`src/hdl/rrfw_pkg.sv`:
```
// ----------------------------------------------------------------------------
// rrfw_pkg
// Shared types and constants of the rotated RGB frame store writer.
// ----------------------------------------------------------------------------
package rrfw_pkg;

	// Operation codes carried in the operation field
	typedef enum logic [1:0] {
		OP_DRAW = 2'd0,
		OP_SET  = 2'd1,
		OP_FILL = 2'd2,
		OP_READ = 2'd3
	} op_e;

	// Configuration port
	localparam int PADDR_W = 3;
	localparam logic CFG_IDX_ROTATION = 1'b0;

	typedef struct packed {
		logic [1:0]         operation;
		logic signed [15:0] pos_x;
		logic signed [15:0] pos_y;
		logic [15:0]        color565;
		logic [7:0]         red_in;
		logic [7:0]         green_in;
		logic [7:0]         blue_in;
	} in_item_t;

	typedef struct packed {
		logic [7:0] red_out;
		logic [7:0] green_out;
		logic [7:0] blue_out;
		logic       clipped;
	} out_item_t;

	// Controller to datapath
	typedef struct packed {
		logic ram_we;       // write the frame store
		logic ram_re;       // read the frame store at the pixel address
		logic sweep;        // address and data from the sweep counter
		logic sweep_zero;   // sweep writes zero (clearing pass)
		logic cnt_clr;      // restart the sweep counter
		logic cnt_inc;      // advance the sweep counter
		logic fill_latch;   // capture the expanded fill colour
		logic out_load;     // load the result register
		logic out_from_ram; // result takes the read data
		logic out_clip;     // clipped flag for a result not from the store
	} cmd_t;

	// Datapath to controller
	typedef struct packed {
		op_e  op;
		logic clip;
		logic sweep_last;
	} sts_t;

	// RGB565 to RGB888 by bit replication
	function automatic logic [23:0] widen565(input logic [15:0] c);
		return {c[15:11], c[15:13], c[10:5], c[10:9], c[4:0], c[4:2]};
	endfunction

endpackage

```
`src/hdl/rrfw_ctrl.sv`:
```
// ----------------------------------------------------------------------------
// rrfw_ctrl
// Controller: sequences clearing pass, pixel operations, reads and fills.
// ----------------------------------------------------------------------------
module rrfw_ctrl (
	input  logic           clk,
	input  logic           arst_n,
	input  logic           pix_valid,
	output logic           pix_stall,
	output logic           res_valid,
	input  logic           res_stall,
	input  rrfw_pkg::sts_t sts,
	output rrfw_pkg::cmd_t cmd
);

	typedef enum logic [1:0] {
		ST_CLEAR,
		ST_IDLE,
		ST_READ,
		ST_FILL
	} state_t;

	state_t state_q, state_d;
	logic   res_valid_q;
	logic   slot_free;
	logic   accept;

	// Result slot is free at this edge if empty or being drained
	assign slot_free = ~res_valid_q | ~res_stall;
	assign pix_stall = ~((state_q == ST_IDLE) && slot_free);
	assign accept    = pix_valid & ~pix_stall;
	assign res_valid = res_valid_q;

	always_comb begin
		cmd     = '0;
		state_d = state_q;
		unique case (state_q)
			ST_CLEAR: begin
				cmd.ram_we     = 1'b1;
				cmd.sweep      = 1'b1;
				cmd.sweep_zero = 1'b1;
				cmd.cnt_inc    = 1'b1;
				if (sts.sweep_last) begin
					state_d = ST_IDLE;
				end
			end
			ST_IDLE: begin
				if (accept) begin
					unique case (sts.op)
						rrfw_pkg::OP_DRAW, rrfw_pkg::OP_SET: begin
							cmd.ram_we   = ~sts.clip;
							cmd.out_load = 1'b1;
							cmd.out_clip = sts.clip;
						end
						rrfw_pkg::OP_READ: begin
							if (sts.clip) begin
								cmd.out_load = 1'b1;
								cmd.out_clip = 1'b1;
							end else begin
								cmd.ram_re = 1'b1;
								state_d    = ST_READ;
							end
						end
						rrfw_pkg::OP_FILL: begin
							cmd.fill_latch = 1'b1;
							cmd.cnt_clr    = 1'b1;
							state_d        = ST_FILL;
						end
						default: ;
					endcase
				end
			end
			ST_READ: begin
				cmd.out_load     = 1'b1;
				cmd.out_from_ram = 1'b1;
				state_d          = ST_IDLE;
			end
			ST_FILL: begin
				cmd.ram_we  = 1'b1;
				cmd.sweep   = 1'b1;
				cmd.cnt_inc = 1'b1;
				if (sts.sweep_last) begin
					cmd.out_load = 1'b1;
					state_d      = ST_IDLE;
				end
			end
			default: state_d = ST_IDLE;
		endcase
	end

	always_ff @(posedge clk or negedge arst_n) begin
		if (!arst_n) begin
			state_q     <= ST_CLEAR;
			res_valid_q <= 1'b0;
		end else begin
			state_q <= state_d;
			if (cmd.out_load) begin
				res_valid_q <= 1'b1;
			end else if (~res_stall) begin
				res_valid_q <= 1'b0;
			end
		end
	end

	// An unclipped read waits in the read state for the store, result slot empty
	a_read_wait: assert property (@(posedge clk) disable iff (!arst_n)
		accept && (sts.op == rrfw_pkg::OP_READ) && !sts.clip
		|=> (state_q == ST_READ) && !res_valid_q)
		else $error("read did not enter wait state with empty result slot");

	// Never overwrite a result that is still held
	a_no_overwrite: assert property (@(posedge clk) disable iff (!arst_n)
		cmd.out_load |-> !(res_valid_q && res_stall))
		else $error("result register overwritten while stalled");

	// Sweep writes only during the clearing pass or a fill
	a_sweep_state: assert property (@(posedge clk) disable iff (!arst_n)
		cmd.ram_we && cmd.sweep |-> (state_q == ST_CLEAR) || (state_q == ST_FILL))
		else $error("sweep write outside clear or fill");

	// No store write while a read is in flight
	a_read_quiet: assert property (@(posedge clk) disable iff (!arst_n)
		(state_q == ST_READ) |-> !cmd.ram_we)
		else $error("store written during read");

endmodule

```
`config.mk`:
```
export PLATFORM = sky130hd
export DESIGN_NAME = rrfw_ctrl
export DESIGN_NICKNAME = d
export VERILOG_FILES = /design/src/hdl/rrfw_pkg.sv /design/src/hdl/rrfw_ctrl.sv
export SDC_FILE = /design/constraint.sdc
export NUM_CORES = 1
export LEC_CHECK = 0
export ABC_AREA = 1
export BUFFER_PORTS_ARGS = -buffer_cell sky130_fd_sc_hd__buf_2
export CORE_AREA = 4 4 41 43
export DETAILED_ROUTE_END_ITERATION = 7
export DIE_AREA = 0 0 45 47
export PLACE_DENSITY = 0.56
export REMOVE_ABC_BUFFERS = 1
export SKIP_CTS_REPAIR_TIMING = 1
export SLEW_MARGIN = 20
export SYNTH_ARGS = -nofsm -noshare
export SYNTH_HDL_FRONTEND = slang
export SYNTH_SLANG_ARGS = --single-unit
```
`constraint.sdc`:
```
create_clock -name clk -period 1.57 [get_ports clk]
set_clock_uncertainty 0.1 [all_clocks]
set_input_delay 0.2355 -clock clk [delete_from_list [all_inputs] [get_ports clk]]
set_output_delay 0.2355 -clock clk [all_outputs]
set_load 0.005 [all_outputs]
```
==> impl_metrics.yaml <==
logic_synthesis:
  yosysTopAreaCell: "dfrtp_1"
  synth_area_leaders: "dfrtp_1 23%, ha_1 19%, nand2_1 16%"
  synth_edf_count: 0
  yosys.area.top_type_share_pct: 23.3
  netlist_area_um2: 323
  synthArstFlopShare_pct: 100
  synth_seq_area_share_pct: 23.3
  synthCells: 47
  syn_area_per_cell_um2: 6.87
  ys.flop_type: "dfrtp_1"
  synth.distinct_cells: 17
  yosysWarnings: 0
  synth_commonest_cells: "14 x nand2_1, 5 x ha_1, 5 x inv_1, 5 x nor2_1, 3 x dfrtp_1"
  ys_ff_latch: 3
  yosysMostFrequentCell: "nand2_1"
timing:
  fin_crit_sh_pct: 111
  timing.fmax_ghz: 0.574
  fin_ws_ns: -0.172
  report.final.slew_viol_count: 0
  tightest_slew_ns: 0.182
  grt_setup_unrepaired: "yes"
  period_minus_slack_ns: 1.74
  tns_ns: -0.801
  relSlewSlack_pct: 87.9
  setup_viol: 8
  finalHoldViolCount: 0
global_route:
  grt_util_all_layers_pct: 9.41
  grt_pass1_wl_um: 1300
  grt_pass1_vias: 330
  grt_max_degree: 6
  antenna_found_initial: 0
  gr-total-overflow: 0
power:
  seqPwrFrac_pct: 15.3
  power_leakage_nw: 0.311
  p_int_w: 0.000624
  p_comb_share_pct: 72.4
  clkPwrFrac_pct: 12.3
  power_density_nw_per_um2: 1920
  ir_drop_mv: 0.990
  switching_power_w: 0.000489
  p_sw_share_pct: 44.0
setup_path:
  endpoint_kind: "output port"
  critPathMaxFanout: 4
  crit_type: "register to output port"
  startpoint_type: "register"
  reg2reg_from: "state_q[1]"
  reg2reg_slack_ns: 0.08
  reg2regPathDepth: 8
  cp.required_ns: 1.23
  r2r_end: "state_q[0]"
  cp.arrival_ns: 1.41
cts:
  cts-buffers-inserted: 3
  tritoncts: "yes"
  ctsRootBufferMaster: "clkbuf_4"
  path_clk_slew_ns: 0.04
  cts_sinks: 3
  clock_latency_ns: 0.23
  clockBufferDepth: 2
  h-tree-depth: 1
routing:
  ant_nets: 0
  route.vias.total: 401
  vias_per_cell: 4.46
  drt_iter0_markers: 0
  drt_wl_total_um: 1010
  remaining_drc_errors: 0
  routedWlPerCell_um: 11.3
  first_pass_iters: 1
cells_and_area:
  area_delta_synth_final_pct: 79.5
  diodes: 0
  drive_gt1_share_pct: 60.0
  layout.cells.non_filler: 90
  stdcell_area_um2: 579
  final_nets: 89
die:
  top_level_ports: 20
  dieArea_um2: 2120
  rows: 13
  start_util_pct: 24.8
  die_h_um: 47
  die_w_um: 45
  core_area_um2: 1300
status:
  outcome: "finished with violations"
  violations: "setup timing"
place:
  place_hpwl_um: 753
  gp_congestion: 0.757
  port_buffers: 19
  dp_slack_ns: -0.00591
  place_inst: 81
  placed_cell_area_um2: 437
hold_path:
  hold_class: "input pin to async pin"
run:
  cap_viol_max_count: 0
==> cell families (layout without fill, tap and decap cells) <==
group                      after synthesis  count (layout)  synth area share [%]
adders and majority gates                5               5                  19.4
and+or+nand+nor                         27              27                  38.4
DFF                                      3               3                  23.3
buffers and inverters                    8              36                  11.6
AOI/OAI and AO/OA                        4               4                  7.36
==> worst max path at each step <==
| stage | end | from | cells after the start |
|---|---|---|---|
| 2_1_floorplan | cmd[9] | state_q[1] | 6 |
| 3_3_place_gp | cmd[9] | state_q[1] | 7 |
| 3_5_place_dp | cmd[9] | state_q[1] | 7 |
| 4_1_cts | cmd[9] | state_q[1] | 7 |
| 5_1_grt | cmd[9] | state_q[1] | 7 |
| 6_report | cmd[9] | state_q[1] | 7 |
==> registers in the layout (all words and copies together), names as in the netlist <==
signal     count
res_valid      1
state_q        2
==> power groups by stage <==
stage	combinational, W	clock [W]	sequential [W]
global route	0.000899	0.000155	0.000177
global placement	0.000602	0	0.000151
CTS	0.000607	0.000146	0.000155
detailed placement	0.000604	0	0.000156
finish	0.000806	0.000137	0.000171
floorplan	0.000357	0	0.000149
==> critical path, stage by stage (launching register included) <==
cell and delay [ns]:
dfrtp_1 0.41, inv_2 0.11, ha_4 0.15, nand3_4 0.08
nor2_1 0.12, nand2_1 0.07, a21oi_2 0.10, buf_2 0.11
==> per-layer routing <==
metal | share of wire, % | global-route usage [%] | vias up | wire length (um)
met5 | 0 | 0 | - | 0
met4 | 1.6 | 10.5 | 0 | 16
met3 | 5.7 | 2.68 | 2 | 58
met2 | 55 | 15.0 | 13 | 555
met1 | 38 | 9.36 | 185 | 383
li1 | - | - | 201 | -
==> per-stage QoR <==
step / utilization [%] / power, W / hold slack, ns
3_5_place_dp: 33.6 / 0.000760 / -0.0596
6_report: 44.5 / 0.00111 / 0.232
3_3_place_gp: 33.6 / 0.000753 / -0.0662
2_1_floorplan: - / 0.000506 / -0.160
4_1_cts: 35.6 / 0.000908 / -0.318
5_1_grt: 44.5 / 0.00123 / 0.241
==> layout make-up <==
cell class / count / area (um^2)
Clock buffer: 4 / 26.3
Fill cell: 153 / 722
Inverter: 6 / 22.5
Multi-Input combinational cell: 36 / 278
Sequential cell: 3 / 76.3
Tap cell: 15 / 18.8
Timing Repair Buffer: 26 / 158
==> cells in the final DEF, fill, tap and decap left out, drive strengths merged <==
cell type | Yosys | layout
nand2 | 15 | 15
ha | 5 | 5
clkbuf | 0 | 4
nor2 | 6 | 6
buf | 2 | 25
dlygate4sd3 | 0 | 1
or2 | 1 | 1
nor3 | 1 | 1
a21oi | 3 | 3
dfrtp | 3 | 3
o21ai | 1 | 1
nand3 | 3 | 3
inv | 6 | 6
nand4 | 1 | 1
Power figures use the tool's default switching activity.
